File: src/sv/exif_block_locator_core_macros.svh
// assertion macros for the exif block locator
// used by exif_block_locator_core only
`ifndef EXIF_BLOCK_LOCATOR_CORE_MACROS_SVH
`define EXIF_BLOCK_LOCATOR_CORE_MACROS_SVH
// plain implication check with reset disable
`define EBL_ASSERT(lbl, ante, cons, msg) \
  lbl: assert property (@(posedge clk) disable iff (!rst_n) (ante) |-> (cons)) \
    else $error(msg);
// next-cycle implication check with reset disable
`define EBL_ASSERT_NEXT(lbl, ante, cons, msg) \
  lbl: assert property (@(posedge clk) disable iff (!rst_n) (ante) |=> (cons)) \
    else $error(msg);
`endif

File: src/sv/exif_pkg.sv
// shared types and constants for the exif block locator
// no dependencies
`default_nettype none
package exif_pkg;

  typedef enum logic [3:0] {
    PH_SIG, PH_JM0, PH_JM1, PH_JLEN, PH_JPEEK, PH_SKIP, PH_HDR,
    PH_WPEEK, PH_BLOCK, PH_TIFF, PH_DONE
  } phase_t;

  typedef enum logic [1:0] {C_JPEG, C_PNG, C_WEBP} cont_t;

  typedef enum logic [1:0] {
    CFG_FILE_LEN = 2'd0, CFG_META_LIM = 2'd1, CFG_REC_LIM = 2'd2, CFG_TIFF_LIM = 2'd3
  } cfg_idx_t;

  localparam logic [1:0] OC_OK      = 2'd0;
  localparam logic [1:0] OC_DAMAGED = 2'd1;
  localparam logic [1:0] OC_LIMIT   = 2'd2;

  localparam int CFG_DATA_W = 40;
  localparam int QUEUE_SLOTS = 15;

  // result record carried through the queue
  typedef struct packed {
    logic [7:0] data;
    logic       vld;
    logic       fin;
    logic [1:0] oc;
    logic       kept;
  } res_t;

  // burst produced by one input byte
  typedef struct packed {
    logic [3:0]        cnt;
    logic [14:0][7:0]  bytes;
    logic              fin;
    logic [1:0]        oc;
    logic              kept;
  } burst_t;

  function automatic logic [7:0] exif_hdr_byte(input logic [2:0] i);
    case (i)
      3'd0: exif_hdr_byte = 8'h45;
      3'd1: exif_hdr_byte = 8'h78;
      3'd2: exif_hdr_byte = 8'h69;
      3'd3: exif_hdr_byte = 8'h66;
      default: exif_hdr_byte = 8'h00;
    endcase
  endfunction

endpackage
`default_nettype wire

File: src/sv/exif_front.sv
// front: parses the byte stream and builds a burst of results per byte
// depends on exif_pkg
`default_nettype none
module exif_front import exif_pkg::*; #(
  parameter int OFFSET_BITS = 40,
  parameter int LENGTH_BITS = 32
) (
  input  wire logic        clk,
  input  wire logic        rst_n,
  input  wire logic        step,
  input  wire logic [7:0]  b,
  input  wire logic        eof,
  input  wire logic [39:0] file_length,
  input  wire logic [31:0] meta_lim,
  input  wire logic [15:0] rec_lim,
  input  wire logic [39:0] tiff_lim,
  output burst_t           burst
);

  localparam logic [32:0] LEN_MAX = 33'((64'd1 << LENGTH_BITS) - 64'd1);

  phase_t phase_r, phase_nxt;
  cont_t cont_r, cont_nxt;
  logic [11:0][7:0] sig_r, sig_nxt;
  logic [2:0][7:0] hdr_r, hdr_nxt;   // jpeg marker and length
  logic [7:0][7:0] chk_r, chk_nxt;   // chunk header
  logic [5:0][7:0] look_r, look_nxt;
  logic [OFFSET_BITS-1:0] off_r, off_nxt;
  logic [32:0] rem_r, rem_nxt;
  logic [15:0] rec_r, rec_nxt;
  logic [1:0] oc_r, oc_nxt;
  logic fin_r, fin_nxt, skok_r, skok_nxt;
  logic [3:0] fill_r, fill_nxt;

  // state registers
  always_ff @(posedge clk) begin
    if (!rst_n) begin
      phase_r <= PH_SIG; cont_r <= C_JPEG; sig_r <= '0; hdr_r <= '0; chk_r <= '0;
      look_r <= '0; off_r <= '0; rem_r <= '0; rec_r <= '0; oc_r <= OC_OK;
      fin_r <= 1'b0; skok_r <= 1'b0; fill_r <= '0;
    end else if (step) begin
      phase_r <= phase_nxt; cont_r <= cont_nxt; sig_r <= sig_nxt; hdr_r <= hdr_nxt;
      chk_r <= chk_nxt; look_r <= look_nxt; off_r <= off_nxt; rem_r <= rem_nxt;
      rec_r <= rec_nxt; oc_r <= oc_nxt; fin_r <= fin_nxt; skok_r <= skok_nxt;
      fill_r <= fill_nxt;
    end
  end

  // offset of the current byte, wrapping at the offset width
  logic [OFFSET_BITS-1:0] off_inc;
  assign off_inc = off_r + 1'b1;

  // file-length headroom with the offset extended to 65 bits
  logic [64:0] off_w, flen_w;
  assign off_w = 65'(off_inc);
  assign flen_w = 65'(file_length);
  function automatic logic space_for(input logic [64:0] off, input logic [64:0] fl,
                                     input logic [33:0] len);
    space_for = (off <= fl) && (65'(len) <= fl - off);
  endfunction

  logic [32:0] lim;
  assign lim = (33'(meta_lim) < LEN_MAX) ? 33'(meta_lim) : LEN_MAX;

  // parser next state and burst build
  always_comb begin
    logic [15:0] rcnt;
    logic [33:0] len;
    logic [3:0] n;
    logic tp, hdr_match, done_rec;
    phase_nxt = phase_r; cont_nxt = cont_r; sig_nxt = sig_r; hdr_nxt = hdr_r;
    chk_nxt = chk_r; look_nxt = look_r; rem_nxt = rem_r; rec_nxt = rec_r;
    oc_nxt = oc_r; fin_nxt = fin_r; skok_nxt = skok_r; fill_nxt = fill_r;
    off_nxt = off_inc;
    burst = '0;
    n = '0;
    rcnt = rec_r + 16'd1;
    len = '0;
    tp = 1'b0; hdr_match = 1'b0; done_rec = 1'b0;
    case (phase_r)
      PH_SIG: begin
        if (fill_r < 4'd12) begin
          sig_nxt[fill_r] = b;
          fill_nxt = fill_r + 4'd1;
        end
        tp = (sig_nxt[0] == 8'h49 && sig_nxt[1] == 8'h49 && sig_nxt[2] == 8'h2A &&
              sig_nxt[3] == 8'h00) || (sig_nxt[0] == 8'h4D && sig_nxt[1] == 8'h4D &&
              sig_nxt[2] == 8'h00 && sig_nxt[3] == 8'h2A);
        if (fill_nxt == 4'd2 && sig_nxt[0] == 8'hFF && sig_nxt[1] == 8'hD8) begin
          cont_nxt = C_JPEG; rec_nxt = '0;
          phase_nxt = (rec_lim == 16'd0) ? PH_DONE : PH_JM0; fill_nxt = '0;
        end else if (fill_nxt == 4'd8) begin
          if (sig_nxt[7:0] == {8'h0A, 8'h1A, 8'h0A, 8'h0D, 8'h47, 8'h4E, 8'h50, 8'h89})
          begin
            cont_nxt = C_PNG; rec_nxt = '0;
            phase_nxt = (rec_lim == 16'd0) ? PH_DONE : PH_HDR; fill_nxt = '0;
          end else if (sig_nxt[3:0] == {8'h46, 8'h46, 8'h49, 8'h52}) begin
            phase_nxt = PH_SIG;
          end else if (tp) begin
            done_rec = 1'b1; // tiff start
          end else begin
            phase_nxt = PH_DONE;
          end
        end else if (fill_nxt == 4'd12) begin
          if (sig_nxt[11:8] == {8'h50, 8'h42, 8'h45, 8'h57}) begin
            cont_nxt = C_WEBP; rec_nxt = '0;
            phase_nxt = (rec_lim == 16'd0) ? PH_DONE : PH_HDR; fill_nxt = '0;
          end else begin
            phase_nxt = PH_DONE;
          end
        end
        if (eof && phase_nxt == PH_SIG && fill_nxt >= 4'd4 && fill_nxt < 4'd8 && tp)
          done_rec = 1'b1;
        if (done_rec) begin
          if (40'(file_length) > tiff_lim) begin
            oc_nxt = OC_LIMIT; phase_nxt = PH_DONE;
          end else begin
            for (int i = 0; i < 6; i++) burst.bytes[i] = exif_hdr_byte(3'(i));
            for (int i = 0; i < 8; i++)
              if (4'(i) < fill_nxt) burst.bytes[6+i] = sig_nxt[i];
            n = 4'd6 + fill_nxt;
            phase_nxt = PH_TIFF;
          end
        end
      end
      PH_JM0: phase_nxt = (b == 8'hFF) ? PH_JM1 : PH_DONE;
      PH_JM1: begin
        if (b == 8'hFF || (b >= 8'hD0 && b <= 8'hD7) || b == 8'h01) begin
          rec_nxt = rcnt;
          if (rcnt >= rec_lim) phase_nxt = PH_DONE;
          else if (b == 8'hFF) phase_nxt = PH_JM1;
          else begin phase_nxt = PH_JM0; fill_nxt = '0; end
        end else if (b == 8'hD9 || b == 8'hDA) begin
          phase_nxt = PH_DONE;
        end else begin
          hdr_nxt[0] = b; fill_nxt = '0; phase_nxt = PH_JLEN;
        end
      end
      PH_JLEN: begin
        hdr_nxt[1 + 32'(fill_r[0])] = b;
        fill_nxt = fill_r + 4'd1;
        if (fill_nxt >= 4'd2) begin
          len = {18'd0, hdr_nxt[1], hdr_nxt[2]};
          if (len < 34'd2) phase_nxt = PH_DONE;
          else begin
            len = len - 34'd2;
            if (hdr_nxt[0] == 8'hE1 && len >= 34'd6) begin
              skok_nxt = space_for(off_w, flen_w, len);
              rem_nxt = 33'(len); fill_nxt = '0; phase_nxt = PH_JPEEK;
            end else done_rec = 1'b1;
          end
        end
      end
      PH_JPEEK: begin
        if (fill_r < 4'd6) begin
          look_nxt[fill_r] = b; fill_nxt = fill_r + 4'd1;
        end
        if (fill_nxt >= 4'd6) begin
          if (look_nxt == {8'h00, 8'h00, 8'h66, 8'h69, 8'h78, 8'h45}) begin
            if (rem_r > lim) begin oc_nxt = OC_LIMIT; phase_nxt = PH_DONE; end
            else begin
              for (int i = 0; i < 6; i++) burst.bytes[i] = look_nxt[i];
              n = 4'd6;
              rem_nxt = rem_r - 33'd6;
              if (rem_nxt == '0) begin fin_nxt = 1'b1; phase_nxt = PH_DONE; end
              else phase_nxt = PH_BLOCK;
            end
          end else if (!skok_r) phase_nxt = PH_DONE;
          else begin
            rem_nxt = rem_r - 33'd6;
            if (rem_nxt == '0) begin
              rec_nxt = rcnt;
              phase_nxt = (rcnt >= rec_lim) ? PH_DONE : PH_JM0;
              fill_nxt = '0;
            end else phase_nxt = PH_SKIP;
          end
        end
      end
      PH_SKIP: begin
        rem_nxt = rem_r - 33'd1;
        if (rem_nxt == '0) begin
          rec_nxt = rcnt; fill_nxt = '0;
          if (rcnt >= rec_lim) phase_nxt = PH_DONE;
          else phase_nxt = (cont_r == C_JPEG) ? PH_JM0 : PH_HDR;
        end
      end
      PH_HDR: begin
        chk_nxt[fill_r[2:0]] = b;
        fill_nxt = fill_r + 4'd1;
        if (fill_nxt >= 4'd8) begin
          if (cont_r == C_PNG) begin
            len = {2'd0, chk_nxt[0], chk_nxt[1], chk_nxt[2], chk_nxt[3]};
            if (chk_nxt[7:4] == {8'h44, 8'h4E, 8'h45, 8'h49}) phase_nxt = PH_DONE;
            else if (chk_nxt[7:4] == {8'h66, 8'h49, 8'h58, 8'h65}) begin
              if (len == '0) begin oc_nxt = OC_DAMAGED; phase_nxt = PH_DONE; end
              else if (33'(len) > lim) begin oc_nxt = OC_LIMIT; phase_nxt = PH_DONE; end
              else begin
                for (int i = 0; i < 6; i++) burst.bytes[i] = exif_hdr_byte(3'(i));
                n = 4'd6; rem_nxt = 33'(len); phase_nxt = PH_BLOCK;
              end
            end else begin
              len = len + 34'd4; done_rec = 1'b1;
            end
          end else begin
            len = {2'd0, chk_nxt[7], chk_nxt[6], chk_nxt[5], chk_nxt[4]};
            if (chk_nxt[3:0] == {8'h46, 8'h49, 8'h58, 8'h45}) begin
              if (len == '0) begin oc_nxt = OC_DAMAGED; phase_nxt = PH_DONE; end
              else if (33'(len) > lim) begin oc_nxt = OC_LIMIT; phase_nxt = PH_DONE; end
              else begin rem_nxt = 33'(len); fill_nxt = '0; phase_nxt = PH_WPEEK; end
            end else begin
              len = len + 34'(len[0]); done_rec = 1'b1;
            end
          end
        end
      end
      PH_WPEEK: begin
        if (fill_r < 4'd6) begin
          look_nxt[fill_r] = b; fill_nxt = fill_r + 4'd1;
        end
        rem_nxt = rem_r - 33'd1;
        if (fill_nxt >= 4'd6 || rem_nxt == '0) begin
          hdr_match = (fill_nxt >= 4'd6) &&
                      (look_nxt == {8'h00, 8'h00, 8'h66, 8'h69, 8'h78, 8'h45});
          if (!hdr_match) begin
            for (int i = 0; i < 6; i++) burst.bytes[i] = exif_hdr_byte(3'(i));
            for (int i = 0; i < 6; i++)
              if (4'(i) < fill_nxt) burst.bytes[6+i] = look_nxt[i];
            n = 4'd6 + fill_nxt;
          end else begin
            for (int i = 0; i < 6; i++) burst.bytes[i] = look_nxt[i];
            n = 4'd6;
          end
          if (rem_nxt == '0) begin fin_nxt = 1'b1; phase_nxt = PH_DONE; end
          else phase_nxt = PH_BLOCK;
        end
      end
      PH_BLOCK: begin
        burst.bytes[0] = b; n = 4'd1;
        rem_nxt = rem_r - 33'd1;
        if (rem_nxt == '0) begin fin_nxt = 1'b1; phase_nxt = PH_DONE; end
      end
      PH_TIFF: begin
        burst.bytes[0] = b; n = 4'd1;
      end
      default: ;
    endcase
    // start a skip for jpeg or chunk records
    if (done_rec && phase_r != PH_SIG) begin
      if (!space_for(off_w, flen_w, len)) phase_nxt = PH_DONE;
      else if (len == '0) begin
        rec_nxt = rcnt; fill_nxt = '0;
        if (rcnt >= rec_lim) phase_nxt = PH_DONE;
        else phase_nxt = (cont_r == C_JPEG) ? PH_JM0 : PH_HDR;
      end else begin
        rem_nxt = 33'(len); phase_nxt = PH_SKIP;
      end
    end
    burst.cnt = n;
    burst.fin = eof;
    burst.oc = oc_nxt;
    burst.kept = fin_nxt || (phase_nxt == PH_TIFF);
    // closing result returns the parser to its file start state
    if (eof) begin
      phase_nxt = PH_SIG; cont_nxt = C_JPEG; sig_nxt = '0; hdr_nxt = '0; chk_nxt = '0;
      look_nxt = '0; off_nxt = '0; rem_nxt = '0; rec_nxt = '0; oc_nxt = OC_OK;
      fin_nxt = 1'b0; skok_nxt = 1'b0; fill_nxt = '0;
    end
  end

endmodule
`default_nettype wire

File: config.mk
export PLATFORM = sky130hd
export DESIGN_NAME = exif_front
export DESIGN_NICKNAME = d
export VERILOG_FILES = /design/src/sv/exif_block_locator_core_macros.svh /design/src/sv/exif_pkg.sv /design/src/sv/exif_front.sv
export SDC_FILE = /design/constraint.sdc
export NUM_CORES = 2
export LEC_CHECK = 0
export BUFFER_PORTS_ARGS = -buffer_cell sky130_fd_sc_hd__buf_2
export CORE_UTILIZATION = 60
export CTS_CLUSTER_DIAMETER = 80
export CTS_CLUSTER_SIZE = 10
export DETAILED_ROUTE_END_ITERATION = 16
export GPL_TIMING_DRIVEN = 1
export HOLD_SLACK_MARGIN = 0.06
export PLACE_DENSITY = 0.79
export SETUP_SLACK_MARGIN = 0.15
export SYNTH_ARGS = -nofsm -noshare
export SYNTH_HDL_FRONTEND = slang
export SYNTH_SLANG_ARGS = --single-unit
File: constraint.sdc
create_clock -name clk -period 9.3 [get_ports clk]
set_clock_uncertainty 0.15 [all_clocks]
set_input_delay 1.395 -clock clk [delete_from_list [all_inputs] [get_ports clk]]
set_output_delay 1.395 -clock clk [all_outputs]
set_load 0.05 [all_outputs]
# Word level (Yosys, flattened, before mapping)
# Cells that the tools add are included.
# word_totals
in_bits	140
word_cells	442
regBits	335
out_inout_bits	128
# classes
magnitude_cmp	42
n_eq_ne	39
reduce_logical	58
mux	253
add_sub_neg	12
# ops
cell	count
33-bit two-way mux	23
96-bit two-way mux	5
48-bit two-way mux	9
4-bit two-way mux	74
16-bit two-way mux	17
112-bit two-way mux	2
48-bit case mux with 2 select lines	2
31-bit two-way mux	6
32-bit by 31-bit == test with 1-bit output (second input constant)	5
8-bit two-way mux	20
40-bit case mux with 4 select lines	1
34-bit two-way mux	4
33-bit case mux with 4 select lines	1
34-bit by 65-bit less-or-equal comparator with 1-bit output	2
64-bit two-way mux	2
96-bit bitwise mux	1
48-bit by 31-bit == test with 1-bit output (second input constant)	2
34-bit case mux with 2 select lines	1
33-bit logical NOT	2
64-bit bitwise mux	1
64-bit by 60-bit == test with 1-bit output (second input constant)	1
32-bit > comparator	2
32-bit logical NOT	2
16-bit case mux with 4 select lines	1
other kinds (79)	218

# Longest topological paths before layout
# logic_depth
depth_word	30
mapped_depth	39
mapped_depth_nobuf	36

# Worst setup path before layout
# No wires, ideal clock.
# synth_timing
path_type	input to output
startpoint	input port b[2]
endpoint	output port burst[0] (netlist name)
setup_slack_ns	-0.351
path_buffers	5
required_ns	7.755
arrival_time_ns	8.106
cell_stages	26
cell_sequence	clkbuf_1 -> clkbuf_1 -> clkbuf_1 -> mux2i_1 -> ha_1 -> or4b_2 -> a22o_1 -> nor4_2 -> nor2_1 -> clkbuf_1 -> nand2_1 -> clkbuf_1 -> nand2_1 -> ha_1 -> a21o_1 -> a21oi_1 -> nor2_1 -> a2111oi_0 -> nor3_1 -> o221a_2 -> nor3_1 -> a31oi_1 -> a41oi_1 -> nor2_1 -> a311o_1 -> o31ai_1
# synth_lines
element	line	rtl
from (decl)	exif_front.sv:11	input wire logic [7:0] b,
to (decl)	exif_front.sv:17	output burst_t burst

==> impl_metrics.ini <==
[outcome]
status = complete, no violations

[cells_and_area]
drive_above_1_share_pct = 14.55
design_area_um2 = 39630
final_nets = 5542
finalNonFillerCells = 5913
areaGrowthSynthToFinish_pct = 12.37
n_fill_cell = 5106

[worst_setup_path]
r2r_cells = 28
timing.rr.start = fill_r[2]
r2r_slack_ns = 1.13
cp.arrival_ns = 7.69
required_ns = 7.76
startpoint_type = flop
rr_endpoint = rem_r[17]
startpoint = fill_r[2]
path_class = reg -> out
path_max_fanout = 13
cp-end-kind = primary output

[die]
core-area_um2 = 57920
io_pins = 268
num_rows = 88
die_h_um = 244.4
die_width_um = 244.4
die-area_um2 = 59750
start_util_pct = 60.89

[place]
gp_congestion = 1.164
dp_hpwl_um = 119100
place_ws_ns = -0.1415
place_inst = 5824
port_buffers = 231
placed_area_um2 = 37800

[sta]
hold_viol = 0
slew_violations = 0
slew_headroom_pct = 7.415
fin_crit_sh_pct = 99.31
worst_slew_pin_slew_ns = 1.382
rsz0062_at_grt = yes
max_freq_mhz = 108.3
setup_slack_ns = 0.06383
fin_setup_tns_ns = 0
fin_crit_ns = 9.236
setup_violations = 0

[routing]
wl_per_cell_um = 27.66
first_pass_iters = 14
num_vias = 43160
ant_nets = 0
routed_wl_um = 163600
drc = 0
drt-initial-drc-count = 7066
avgViaCountPerCell = 7.298

[min_path]
hold_start = oc_r[0]
hold_path.class = reg -> reg
min_path_cells = 2
min_to = oc_r[0]

[pwr]
power_mw = 3.899
leakagePower_nw = 16.49
peakVddDrop_uv = 208.5
power.density_nw_per_um2 = 98.40

[cts]
clkSinkCount = 335
htree_levels = 2
ctsHoldBuffers = 0
path_clk_slew_ns = 0.06
ctsLongestPathBuffers = 3
cts-root-buf = clkbuf_16
cts_tree = done
clock_latency_ns = 0.64
cts_buffers = 43

[grt]
grt_pass1_wl_um = 240800
grt_overflow = 0
first_global_vias = 39050
grt_max_degree = 106
grt_use_total_pct = 52.22
antenna_found_initial = 13

[yosys]
synth-edff-count = 0
synth_ff_type = dfxtp_1
synthCells = 4961
synth_area_leader_cell = dfxtp_1
synth_cell_type_count = 99
syn_area_um2 = 35260
synth-seq-cells = 335
synthArstFlopShare_pct = 0
postSynthAreaPerCell_um2 = 7.108
netlist.area_leader.share_pct = 19.02
synth_warnings = 0
ys_top_cells_by_area = dfxtp_1, ha_1, nor2_1
ys_seq_area_share_pct = 19.02

[job]
drv_cap = 0
per-stage QoR:
stage / hold WS, ns / util (%)
after floorplan: 0.2966 / -
after global placement: 0.3103 / 65.27
after detailed placement: 0.3157 / 65.27
after CTS: 0.3290 / 67.93
after global routing: 0.3482 / 68.39
final: 0.3292 / 68.42
worst max-delay path by stage:
stage | cells after the start | slack [ns] | endpoint
floorplan | 26 | 0.28 | burst[0]
global placement | 32 | -0.003 | burst[0]
detailed placement | 32 | -0.14 | burst[0]
CTS | 30 | 0.15 | burst[0]
global route | 29 | -0.12 | burst[0]
finish | 23 | 0.06 | burst[0]
synth_stat cells (41+ instances only):
cell	count
o21ai_0	299
nor2_1	615
clkbuf_1	307
nand2_1	398
dfxtp_1	335
nand4_1	92
mux2_2	48
a31oi_1	54
a22oi_1	224
nor3_1	137
inv_1	191
or3_1	50
nand3_1	162
xor2_1	62
a21o_1	70
mux2i_1	143
xnor2_1	105
and3_1	72
a32oi_1	41
ha_1	272
a21oi_1	374
nor4_1	83
final cells by class:
class / count / area, um^2 / share of cell area (%)
Clock buffer: 45 / 1104 / 2.785
Clock inverter: 13 / 205.2 / 0.5178
Timing Repair Buffer: 482 / 3099 / 7.821
Sequential cell: 335 / 6720 / 16.96
Inverter: 196 / 743.2 / 1.876
Antenna cell: 6 / 15.01 / 0.03789
Multi-Input combinational cell: 4071 / 26780 / 67.59
Tap cell: 765 / 957.2 / 2.416
critical path, cell delays in order (launching register included):
cell       delay (ns)
dfxtp_2          0.59
nor3b_2          0.24
buf_4            0.23
mux2_2           0.36
or4_1            0.63
or4_1            0.67
a21oi_4          0.29
buf_4            0.23
nor3_1           0.08
nor3_1           0.39
nand2_1          0.28
ha_1             0.40
nand2_1          0.08
nor2_1           0.04
a2111oi_0        0.55
nor3_2           0.09
o221a_2          0.27
nor3_4           0.22
a31oi_4          0.14
a41oi_2          0.27
nor2_1           0.10
a311o_1          0.33
o31ai_4          0.37
buf_12           0.18
cell families (layout without fill, tap and decap cells):
| family | Yosys count | count (layout) | synth area share [%] |
|---|---|---|---|
| buf+inv | 590 | 736 | 6.805 |
| other cells | 1 | 42 | 0.01063 |
| xor+xnor | 167 | 167 | 4.148 |
| mux | 192 | 192 | 5.634 |
| fa+ha+maj | 278 | 278 | 9.850 |
| simple gates | 1900 | 1900 | 26.70 |
| compound gates | 1498 | 1498 | 27.83 |
| flops | 335 | 335 | 19.02 |
power by group:
group          switching (mW)  total (mW)  internal (mW)  leakage (nW)
registers             0.00806        1.45           1.44          2.70
logic                   0.536       0.784          0.248          13.1
clock network           0.729        1.67          0.937         0.642
layout by cell type, fill, tap and decap left out, drive strengths merged, types with 37 or more instances in the layout:
| cell | n |
|---|---|
| clkbuf | 45 |
| dfxtp | 335 |
| ha | 272 |
| nand2 | 398 |
| mux2i | 143 |
| a22oi | 224 |
| xnor2 | 105 |
| nand4 | 92 |
| a211oi | 39 |
| nor2b | 37 |
| a21o | 70 |
| xor2 | 62 |
| a31oi | 54 |
| a21oi | 377 |
| mux2 | 49 |
| nor2 | 615 |
| a32oi | 41 |
| inv | 196 |
| and3 | 72 |
| o21ai | 327 |
| buf | 482 |
| nand3 | 163 |
| or3 | 50 |
| nor4 | 87 |
| nor3 | 140 |
state kept, by name, indices dropped and copies added (netlist names):
name	flops
chk_r	64
rem_r	33
cont_r	2
fill_r	4
sig_r	96
skok_r	1
look_r	48
fin_r	1
off_r	40
phase_r	4
hdr_r	24
rec_r	16
oc_r	2
timing repair:
action                     in CTS  in global routing
hold endpoints to repair        0                  0
setup endpoints to repair       1                  1
buffers inserted               17                  8
resized for setup              29                 52
pin swaps                      10                 29
metal layers:
| metal | track usage (%) | part of all wire (%) |
|---|---|---|
| met3 | 17.61 | 15 |
| met1 | 64.15 | 35 |
| met5 | 0 | 0.076 |
| met4 | 37.76 | 9.2 |
| met2 | 75.74 | 40 |
(Power assumes the default switching activity.)
